`src/hw/rtl/kwm_ram.sv`:
```
module kwm_ram #(
   parameter int WIDTH = 32,
   parameter int DEPTH = 128
) (
   input  logic                     clock,
   input  logic                     we,
   input  logic [$clog2(DEPTH)-1:0] waddr,
   input  logic [WIDTH-1:0]         wdata,
   input  logic [$clog2(DEPTH)-1:0] raddr,
   output logic [WIDTH-1:0]         rdata
);

   logic [WIDTH-1:0] mem [DEPTH];
   logic [WIDTH-1:0] rdata_ff;

   always_ff @(posedge clock) begin
      if (we) begin
         mem[waddr] <= wdata;
      end
      rdata_ff <= mem[raddr];
   end

   assign rdata = rdata_ff;

endmodule

```
`config.mk`:
```
export PLATFORM = sky130hd
export DESIGN_NAME = kwm_ram
export DESIGN_NICKNAME = d
export VERILOG_FILES = /design/src/hw/rtl/kwm_ram.sv
export SDC_FILE = /design/constraint.sdc
export NUM_CORES = 2
export LEC_CHECK = 0
export BUFFER_PORTS_ARGS = -buffer_cell sky130_fd_sc_hd__buf_4
export CORE_MARGIN = 2
export CORE_UTILIZATION = 65
export CTS_CLUSTER_SIZE = 30
export DETAILED_ROUTE_END_ITERATION = 8
export PLACE_DENSITY_LB_ADDON = 0.12
export REMOVE_ABC_BUFFERS = 1
export SLEW_MARGIN = 20
export SYNTH_ARGS = -nofsm -noshare
export SYNTH_HDL_FRONTEND = slang
export SYNTH_SLANG_ARGS = --single-unit
```
`constraint.sdc`:
```
create_clock -name clock -period 5.6 [get_ports clock]
set_clock_uncertainty 0.1 [all_clocks]
set_input_delay 0.28 -clock clock [delete_from_list [all_inputs] [get_ports clock]]
set_output_delay 0.28 -clock clock [all_outputs]
set_load 0.02 [all_outputs]
```
* Word-level counts from Yosys, hierarchy flattened
Memories as Yosys holds them, arrays and structs flattened. A register that Yosys moved wholly into a read port is not among the register bits.
Index checks and enable logic that the tools add are counted.
** Storage, ports and cells
- Memories :: 1
- Bits in writable memories :: 4096
- Flip-flop bits (word level) :: 0
- Output and inout bits :: 32
- Word-level logic and storage cells :: 3
- Bits of input ports :: 48
** Operators by class
- Muxes and demuxes :: 2
** Memory list
- mem :: words 128, bits a word 32, read ports 1, clocked after memory_dff 1, wr ports 1, RTL line 13 : logic [WIDTH-1:0] mem [DEPTH];
** Operators with widths (number)
- 2-to-1 mux 1 bit :: 2

* Logic depth before layout (Yosys ltp)
- Word-level depth :: 2
- Gate-level depth with buffers :: 8
- Depth with buffers taken out :: 4

* Least setup slack after synthesis
OpenSTA, ideal clock, no wires.
- Path kind :: input to register
- Start point :: in we
- End point :: mem mem[98][0] (enable)
- Data required time :: 5.039 ns
- Arrival time :: 3.058 ns
- Path buffers :: 1
- Stages on the path :: 3
- Setup time :: 0.461 ns
- Setup slack :: 1.981 ns
- Cell sequence :: clkbuf_1 nand4_1 nor3_1
** Between the ends
- Longest elaborated chain between the ends :: 2
** Ends and longest elaborated chain
- from (decl) :: RTL line 6 : input logic we,
- 2-to-1 mux 1 bit :: RTL line 17 : if (we) begin
- 2-to-1 mux 1 bit (implied by the code) :: RTL line 18 : mem[waddr] <= wdata;
- to (decl) :: RTL line 13
No other way between the ends.

==> metrics <==
status=finished, final reports clean; Crit. End Element=flop; vias=just over 70k; FFs w/ async S/R, synth=0%; EDFF count, synth=~4.1k; area of the core=0.240 mm^2; top-count cell post-synth=edfxtp_1; DP HPWL=218 mm; # hold bufs at CTS=39; H-tree Lvls=5; Bufs on Longest Clock Path=4; vias in the first global route=around 72k; Post-Synth Simple-Gate Area=0.446%; Non-Filler Instances=approximately 10k; Overall Global Routing Usage=about a third; worst vdd rail ir drop=between 300 and 400 uV; proportion of synthesized area in mux cells=19.6%; Critical-path top delay cell=mux4_2; area grow syn2layout=12.7%; TritonCTS clock tree=done; # DRC=0; Pwr per Cell Area=361 mW/mm^2; placed cells=a little over 9k; Worst EP required=between 6000 and 7000 ps; Most common cell on crit path=mux4_2; Adder-Cell Fraction of Synth Area=0%; Rows=180; critical path arrival=around 4400 ps; number of buffers created by CTS=407; setup violators final=0; crit path time final=between 3000 and 4000 ps; unrepaired setup endpoints after global routing=no; gp weighted congestion=0.855; DIE AREA=approximately 0.24 mm^2; final wirelength=a little under 400 mm; final hold violation count=0; multi-input logic area=approximately 0.032 mm^2; Rel. slew slack=about 19%; Max-Cap Viols=0; CP max stage delay=approximately 640 ps; Buf/Inv on CP=4; worst path cell trace=buf_16 > buf_12 > buf_12 > mux4_2 > mux4_2 > mux4_2 > mux2_2 > dlygate4sd3_1; post-synthesis xor/xnor area fraction=0%; Setup TNS=0 ps; WL/cell=39.8 um; # fillers=12.7k; CP startpoint kind=primary input; Commonest cells post-synth=edfxtp_1, mux4_2, clkbuf_1; clock sink total=4128; Max FO, Critical Path=60; PortBufs=79; CTS resizes=0; Worst Max-Slew Pin Slew=approximately 1200 ps; Hold Path Class=primary input to flop; Yosys top cell area share=~80%; Syn. warnings=0; Die X=just under 500 um; register area share after synthesis=about four fifths; critical path class=primary input to flop; GR Overflow Total=0; layout cell share with drive strength beyond 1=around a third; postcts setup bufs=0; synthesis-stage register bit count=approximately 4.1k; largest family of logic cells by synthesized area=multiplexers; Max Clk Rate=around 280 MHz; global-route wire length before repair=roughly 560 mm; Cell variety after synth=17; Sequential cell area=0.124 mm^2; top post-synthesis cells by area=edfxtp_1, mux4_2, clkbuf_1, dfxtp_1, nor2_1; synthesized area=0.156 mm^2; DR vias/cell=slightly above 7; Mean Syn Cell Area=roughly 26 um^2; ys flop type=edfxtp_1; post-synthesis compound-gate area fraction=0%; leakage=~54 nW; largest net degree at the start of global routing=approximately 120; Die H=494 um; Worst-path clk slew=about 60 ps; initial antenna violation count=61; Clk Latency, worst-skew pair=1000 ps; Tcrit/Tclk final=64.5%; Initial Util=65.2%; # IOs=80; fin nets=about 6.5k; Post-Synthesis Cells=approximately 6k; antenna-violating nets left=0; area leader, netlist=edfxtp_1; Iter 0 DRT Violations=12.1k; max-slew violation count=0; Root Driver=clkbuf_16; cell family with most CP delay=multiplexers; DR pass1 iterations=6
## through the flow
step	area (um^2)	hold slack, ps	util [%]	setup WS [ps]	power [W]
2_1_floorplan	155000	279	-	2010	0.0361
3_3_place_gp	163000	489	67.9	1550	0.0381
3_5_place_dp	163000	497	68.0	1560	0.0381
4_1_cts	176000	31.4	73.4	2070	0.0638
5_1_grt	176000	71.9	73.4	1940	0.0650
6_report	176000	79.3	73.4	1990	0.0636
## cell usage in the layout (no fill, tap or decap), drive strengths merged
master and count:
edfxtp 4096, mux4 1344, clkbuf 512, buf 343
clkinv 171, nor2 122, dlygate4sd3 39, mux2 32
dfxtp 32, bufinv 28, diode 22, nand2 14
nand3 12, clkinvlp 11, nor3 9, nor2b 7
nand4 3, nand2b 2, or3 1, inv 1
## registers in the layout (all words and copies together), names as in the netlist
register  cells
rdata        32
mem        4096
## kinds of logic after synthesis
group | Yosys count
multiplexers | 1376
AND/OR/NAND/NOR | 170
buffers and inverters | 316
flip-flops | 4128
## per-layer routing
metal	up-vias	routed length [um]	global-route usage (%)
met5	-	177	0
met1	38900	143000	49.1
met4	28	12500	9.94
met3	617	52300	8.86
met2	5034	190000	50.1
li1	27400	-	-
## power by group
group	total (W)	switching [W]	internal, W	leakage [nW]
clock network	0.0260	0.0111	0.0149	6.14
logic	0.00334	0.00204	0.00130	11.0
registers	0.0342	0.0000990	0.0341	37.1
total	0.0636	0.0133	0.0503	54.2
## path summary, 6_finish.rpt
kind,slack [ps],depth (start not counted),endpoint,start
max,1990,8,rdata[31],raddr[0]
min,80,2,mem[117][4],wdata[4]
max reg2reg,2270,5,rdata[31],mem[39][31]
min reg2reg,1020,4,rdata[13],mem[126][13]
## final cells by class
class	instances	share of cell area (%)
sequential	4128	70.2
multi-input combinational	1546	18.3
clock buffer	512	6.16
tap	3185	2.26
timing repair buffer	382	2.03
clock inverter	211	0.959
antenna	22	0.0313
(Power assumes the default switching activity.)
