[config.mk]
export PLATFORM = sky130hd
export DESIGN_NAME = kwm_min_unit
export DESIGN_NICKNAME = d
export VERILOG_FILES = /design/src/hw/rtl/kwm_pkg.sv /design/src/hw/rtl/kwm_min_unit.sv
export SDC_FILE = /design/constraint.sdc
export NUM_CORES = 1
export LEC_CHECK = 0
export BUFFER_PORTS_ARGS = -buffer_cell sky130_fd_sc_hd__buf_2
export CAP_MARGIN = 40
export CORE_AREA = 4 4 102 65
export DETAILED_ROUTE_END_ITERATION = 7
export DIE_AREA = 0 0 106 69
export PLACE_DENSITY = 0.72
export RECOVER_POWER = 50
export SETUP_SLACK_MARGIN = 0.4
export SYNTH_ARGS = -nofsm -noshare
export SYNTH_HDL_FRONTEND = slang
export SYNTH_SLANG_ARGS = --single-unit
[constraint.sdc]
create_clock -name clock -period 3 [get_ports clock]
set_input_delay 0.3 -clock clock [delete_from_list [all_inputs] [get_ports clock]]
set_output_delay 0.3 -clock clock [all_outputs]
set_load 0.01 [all_outputs]
[src/hw/rtl/kwm_pkg.sv]
package kwm_pkg;

   typedef enum logic [1:0] {
      ST_IDLE,
      ST_SCAN,
      ST_DRAIN,
      ST_COMMIT
   } state_type;

   typedef enum logic {
      OP_LOAD = 1'b0,
      OP_PULL = 1'b1
   } op_type;

   typedef enum logic {
      CSR_ROW_COUNT  = 1'b0,
      CSR_ROW_LENGTH = 1'b1
   } csr_index_type;

   localparam int VALUE_W      = 32;
   localparam int ROW_SEL_W    = 3;
   localparam int COL_SEL_W    = 4;
   localparam int ROW_COUNT_W  = 4;
   localparam int ROW_LENGTH_W = 5;
   localparam int CSR_DATA_W   = 5;
   localparam int REQ_DATA_W   = 40;
   localparam int RSP_DATA_W   = 40;
   localparam int RSP_PAD_W    = RSP_DATA_W - VALUE_W - ROW_SEL_W;

   localparam logic [ROW_COUNT_W-1:0]  ROW_COUNT_RESET  = 4'd8;
   localparam logic [ROW_LENGTH_W-1:0] ROW_LENGTH_RESET = 5'd16;

   typedef struct packed {
      logic clear;
      logic valid;
      logic live;
   } cand_ctl_type;

endpackage

[src/hw/rtl/kwm_min_unit.sv]
module kwm_min_unit #(
   parameter int ROW_W  = 3,
   parameter int HEAD_W = 5,
   parameter int REM_W  = 8
) (
   input  logic                                clock,
   input  logic                                reset,
   input  kwm_pkg::cand_ctl_type               cand_ctl,
   input  logic signed [kwm_pkg::VALUE_W-1:0]  cand_value,
   input  logic [ROW_W-1:0]                    cand_row,
   input  logic [HEAD_W-1:0]                   cand_head,
   input  logic [HEAD_W-1:0]                   cand_remain,
   output logic                                found,
   output logic signed [kwm_pkg::VALUE_W-1:0]  best_value,
   output logic [ROW_W-1:0]                    best_row,
   output logic [HEAD_W-1:0]                   best_head,
   output logic [REM_W-1:0]                    remain
);

   logic                               found_ff, found_in;
   logic [REM_W-1:0]                   remain_ff, remain_in;
   logic signed [kwm_pkg::VALUE_W-1:0] best_value_ff;
   logic [ROW_W-1:0]                   best_row_ff;
   logic [HEAD_W-1:0]                  best_head_ff;
   logic                               live;
   logic                               take;

   // Strict less-than keeps the lower row on equal values, since rows arrive in order.
   always_comb begin
      live      = cand_ctl.valid && cand_ctl.live;
      take      = live && (!found_ff || (cand_value < best_value_ff));
      found_in  = cand_ctl.clear ? 1'b0 : (found_ff || live);
      remain_in = cand_ctl.clear ? '0
                : (live ? remain_ff + REM_W'(cand_remain) : remain_ff);
   end

   always_ff @(posedge clock) begin
      if (reset) begin
         found_ff  <= 1'b0;
         remain_ff <= '0;
      end else begin
         found_ff  <= found_in;
         remain_ff <= remain_in;
      end
   end

   always_ff @(posedge clock) begin
      if (take) begin
         best_value_ff <= cand_value;
         best_row_ff   <= cand_row;
         best_head_ff  <= cand_head;
      end
   end

   assign found      = found_ff;
   assign best_value = best_value_ff;
   assign best_row   = best_row_ff;
   assign best_head  = best_head_ff;
   assign remain     = remain_ff;

endmodule

# Word-level counts from Yosys, hierarchy flattened
# Cells that the tools add are included.
totals:
  word_cells: 13
  in_bits: 50
  output_inout_bits: 49
  regBits: 49
classes:
  n_lt_le_gt_ge: 1
  n_addsub: 1
  n_reduce_logical: 6
op_table:
  columns: ["operator", "count"]
  rows:
  - ["< comparator 32 bit", 1]
  - ["adder 8 x 5 -> 8 bit", 1]
  - ["logical AND 1 bit", 2]
  - ["logical OR 1 bit", 2]
  - ["OR reduction 2 bit", 1]
  - ["logical NOT 1 bit", 1]

# Depth between registers and ports, before layout
logic_depth:
  word_depth: 3
  depth_mapped: 9
  depth_no_buf: 9

# Worst setup path after synthesis
# Ideal clock, no wire load.
synth_path:
  path_type: "register -> register"
  startpoint: "reg best_value_ff, in the netlist best_value[19]"
  endpoint: "reg best_head_ff[0], in the netlist best_head[0], enable pin"
  slack_ps: 317
  path_stages_with_launch: 9
  period_less_slack_ps: 2683
  setup_time_ps: 395
  arrival_time_ps: 2288
  path_buffers: 0
  cell_sequence: "edfxtp_1 inv_1 ha_1 a21oi_1 o21ai_0 a211oi_1 a21oi_1 nor2_1 o211a_1"
synth_via:
  elab_chain_len: 3
synth_rtl:
  columns: ["item", "line_no", "source"]
  rows:
  - ["start: declaration", "kwm_min_unit.sv:22", "logic signed [kwm_pkg::VALUE_W-1:0] best_value_ff;"]
  - ["start signal: assignment", "kwm_min_unit.sv:49", "best_value_ff <= cand_value;"]
  - ["< comparator 32 bit", "kwm_min_unit.sv:31", "take = live && (!found_ff || (cand_value < best_value_ff));"]
  - ["logical OR 1 bit", "kwm_min_unit.sv:31", null]
  - ["logical AND 1 bit", "kwm_min_unit.sv:31", null]
  - ["named net take", "kwm_min_unit.sv:26", "logic take;"]
  - ["end signal: assignment", "kwm_min_unit.sv:51", "best_head_ff <= cand_head;"]
  - ["end: declaration", "kwm_min_unit.sv:24", "logic [HEAD_W-1:0] best_head_ff;"]
# The timed path passes the listed nets, and every way through them passes these cells.
# A chain may end at the register's enable or synchronous reset.

# Final worst setup path
layout_path:
  startpoint: "reg best_value_ff, in the netlist best_value[31]"
  endpoint: "reg best_value_ff, in the netlist best_value[31], enable pin"
layout_via:
  elab_chain_len: 3
layout_rtl:
  columns: ["item", "line_no"]
  rows:
  - ["< comparator 32 bit", "kwm_min_unit.sv:31"]
  - ["logical OR 1 bit", "kwm_min_unit.sv:31"]
  - ["logical AND 1 bit", "kwm_min_unit.sv:31"]
  - ["named net take", "kwm_min_unit.sv:26"]
# The timed path passes the listed nets, and every way through them passes these cells.

==> impl_results.md <==
- GRT Util Overall: 14.97%
- Nets: 414
- Placeable Area: 0.005570 sq mm
- Largest net degree at the start of global routing: 22
- Top Metal Used: met4
- CTS root buf: clkbuf_8
- Antenna diodes: 0
- Crit. End Element: register
- Clock buffer depth: 2
- Hold Crit Class: input pin to register
- DP Cell Count: 400
- CP Buf/Inv Count: 2
- Critical path type: register to register
- Worst-Skew Late Latency: 0.30 ns
- Global-route wire length before repair: 8728 um
- Vias: 1889
- Die span in y: 69 um
- Vias in the first global route: 1860
- Top cells by area, synth: edfxtp_1 48%, ha_1 18%, dfxtp_1 7.2%
- Fin. max-slew vios: 0
- WL met2: 2202 um
- Layout Cells excl Fill: 408
- Worst path depth: 7
- WL met1: 2694 um
- Initial Util: 45.13%
- Worst reg-to-reg path cell count: 7
- Final instance area: 0.003174 sq mm
- Dominant cell type by area after synthesis: edfxtp_1
- PD cells: 476.3 mW/mm^2
- CP required: 2.99 ns
- Die X-Extent: 106 um
- Ratio of cells with drive above 1 in the final layout: 16.16%
- Initial drt markers: 54
- CP peak stage delay: 0.42 ns
- Seq cells post-synth: 49
- Placed instance area: 0.003112 sq mm
- Drt first pass iters: 4
- CTS Hold Bufs: 0
- Fin Setup TNS: 0 ns
- P&R area growth vs syn: 26.28%
- Worst path slowest cell: nor4_1
- Avg Cell Area, Syn: 11.32 sq um
- Post-Synthesis Cells: 222
- Commonest non-fill, non-tap cell in the layout: clkbuf_1
- Area share of the largest cell type after synthesis: 47.78%
- Distinct cells, synth: 33
- Max Cap Viol: 0
- Antenna Nets Post-Route: 0
- Critical Path Source Type: register
- GPL Wtd Cong: 0.7470
- Final worst path period need: 2.254 ns
- Clk slew on worst S/H paths: 0.09 ns
- Hold path depth: 1
- Seq/Total Area, Yosys: 54.95%
- Final period utilization: 75.13%
- CTS tree: built
- Post-synthesis cell area: 0.002514 sq mm
- RSZ-0062 raised after global routing: no
- Port Buffer Count: 98
- CTS HTree Levels: 2
- Detail Placement HPWL: 4477 um
- Postcts setup bufs: 0
- Vias per std cell: 4.630
- Die footprint: 0.007314 sq mm
- I/O pin cnt: 99
- Clock skew: 0.009316 ns
- # rows: 21
- Antenna violations before repair: 0
- Worst-path cell chain: inv_1 -> ha_1 -> nand4_1 -> nor4_1 -> a21o_1 -> o211a_2 -> buf_4
- YS warnings: 0
- Total gr overflow: 0
- Drt drc: 0
- Met3 routed WL: 471 um
- CP Max Fanout: 21
- Routed Wire Length: 5457 um
- Most frequent cells in the layout: 57 x clkbuf_1, 41 x buf_2, 40 x edfxtp_1
- Finish-stage setup viols: 0
- Leakage power: 1.383 nW
- Synth Net Count: 309
- Peak Freq: 443.7 MHz
- PnR worst setup slack: 0.7462 ns
- CTS Sinks: 49
- Top Family by Delay on Critical Path: simple AND/OR/NAND/NOR gates
- Slew HR: 63.04%
- Routed WL per cell: 13.38 um
- VDD IR-drop max: 0.0002102 V
- Final Hold Viols: 0
- Status: finished clean
- Num CTS Buffers: 5
- Worst-Margin Slew: 0.5543 ns
- Worst path arrival time: 2.24 ns
- PostCTS Resize Cnt: 0
- Worst slack, placed: 0.6964 ns
-- routing by layer --
metal / track usage (%) / vias to the layer above
met3: 5.597 / 11
met2: 22.32 / 69
li1: - / 988
met4: 5.316 / 0
met5: 0 / -
met1: 20.00 / 821
-- synthesized netlist by cell type, drive strengths merged --
cell type / instances
edfxtp: 40
inv: 38
ha: 36
a21oi: 24
nand2: 19
nor2: 11
o21ai: 11
dfxtp: 9
nand4: 4
a211oi: 2
a21o: 2
clkbuf: 2
nand2b: 2
nand3: 2
nor2b: 2
nor3: 2
or3: 2
a2111o: 1
a2bb2oi: 1
a31oi: 1
and2: 1
fa: 1
nand3b: 1
nor4: 1
o2111ai: 1
o211a: 1
o211ai: 1
o21a: 1
or2: 1
xnor2: 1
xor2: 1
-- cell type report --
class | count | area (sq um)
clock buffer | 5 | 68.82
fill | 522 | 2396
clock inverter | 3 | 65.06
tap | 80 | 100.1
sequential | 49 | 1381
inverter | 38 | 142.6
multi-input combinational | 133 | 982.2
timing repair buffer | 100 | 434.2
-- path summary, 6_finish.rpt --
path | start | endpoint | slack (ns)
max | best_value[31] | best_value[31] | 0.75
min reg2reg | remain[4] | remain[4] | 0.49
min | cand_head[0] | best_head[0] | 0.18
max reg2reg | best_value[31] | best_value[31] | 0.75
-- power by group --
| group | switching, mW | leakage (nW) | total [mW] | internal [mW] |
|---|---|---|---|---|
| sequential | 0.0126 | 0.448 | 0.779 | 0.766 |
| combinational | 0.110 | 0.867 | 0.189 | 0.0793 |
| clock | 0.213 | 0.0681 | 0.544 | 0.331 |
| total | 0.335 | 1.38 | 1.51 | 1.18 |
-- sequential cells by signal, summed over array words and instances, names as in the netlist --
signal / count
best_value: 32
best_row: 3
best_head: 5
found: 1
remain: 8
-- cells by family after synthesis --
group | Yosys count | share of synthesized area [%]
flip-flops | 49 | 54.95
AND/OR/NAND/NOR | 48 | 9.109
buffers and inverters | 40 | 5.973
AO/OA/AOI/OAI | 46 | 10.55
XOR/XNOR | 2 | 0.6970
adder cells (fa/ha/maj) | 37 | 18.72
-- stage by stage --
| stage | hold slack [ns] | power (mW) | util (%) |
|---|---|---|---|
| floorplan | 0.3989 | 0.9018 | - |
| global placement | 0.4590 | 0.9888 | 55.86 |
| detailed placement | 0.4702 | 0.9944 | 55.86 |
| CTS | 0.1670 | 1.543 | 58.27 |
| global route | 0.1578 | 1.594 | 56.99 |
| finish | 0.1797 | 1.512 | 56.99 |
No activity file was read; power rests on OpenSTA's default activity.
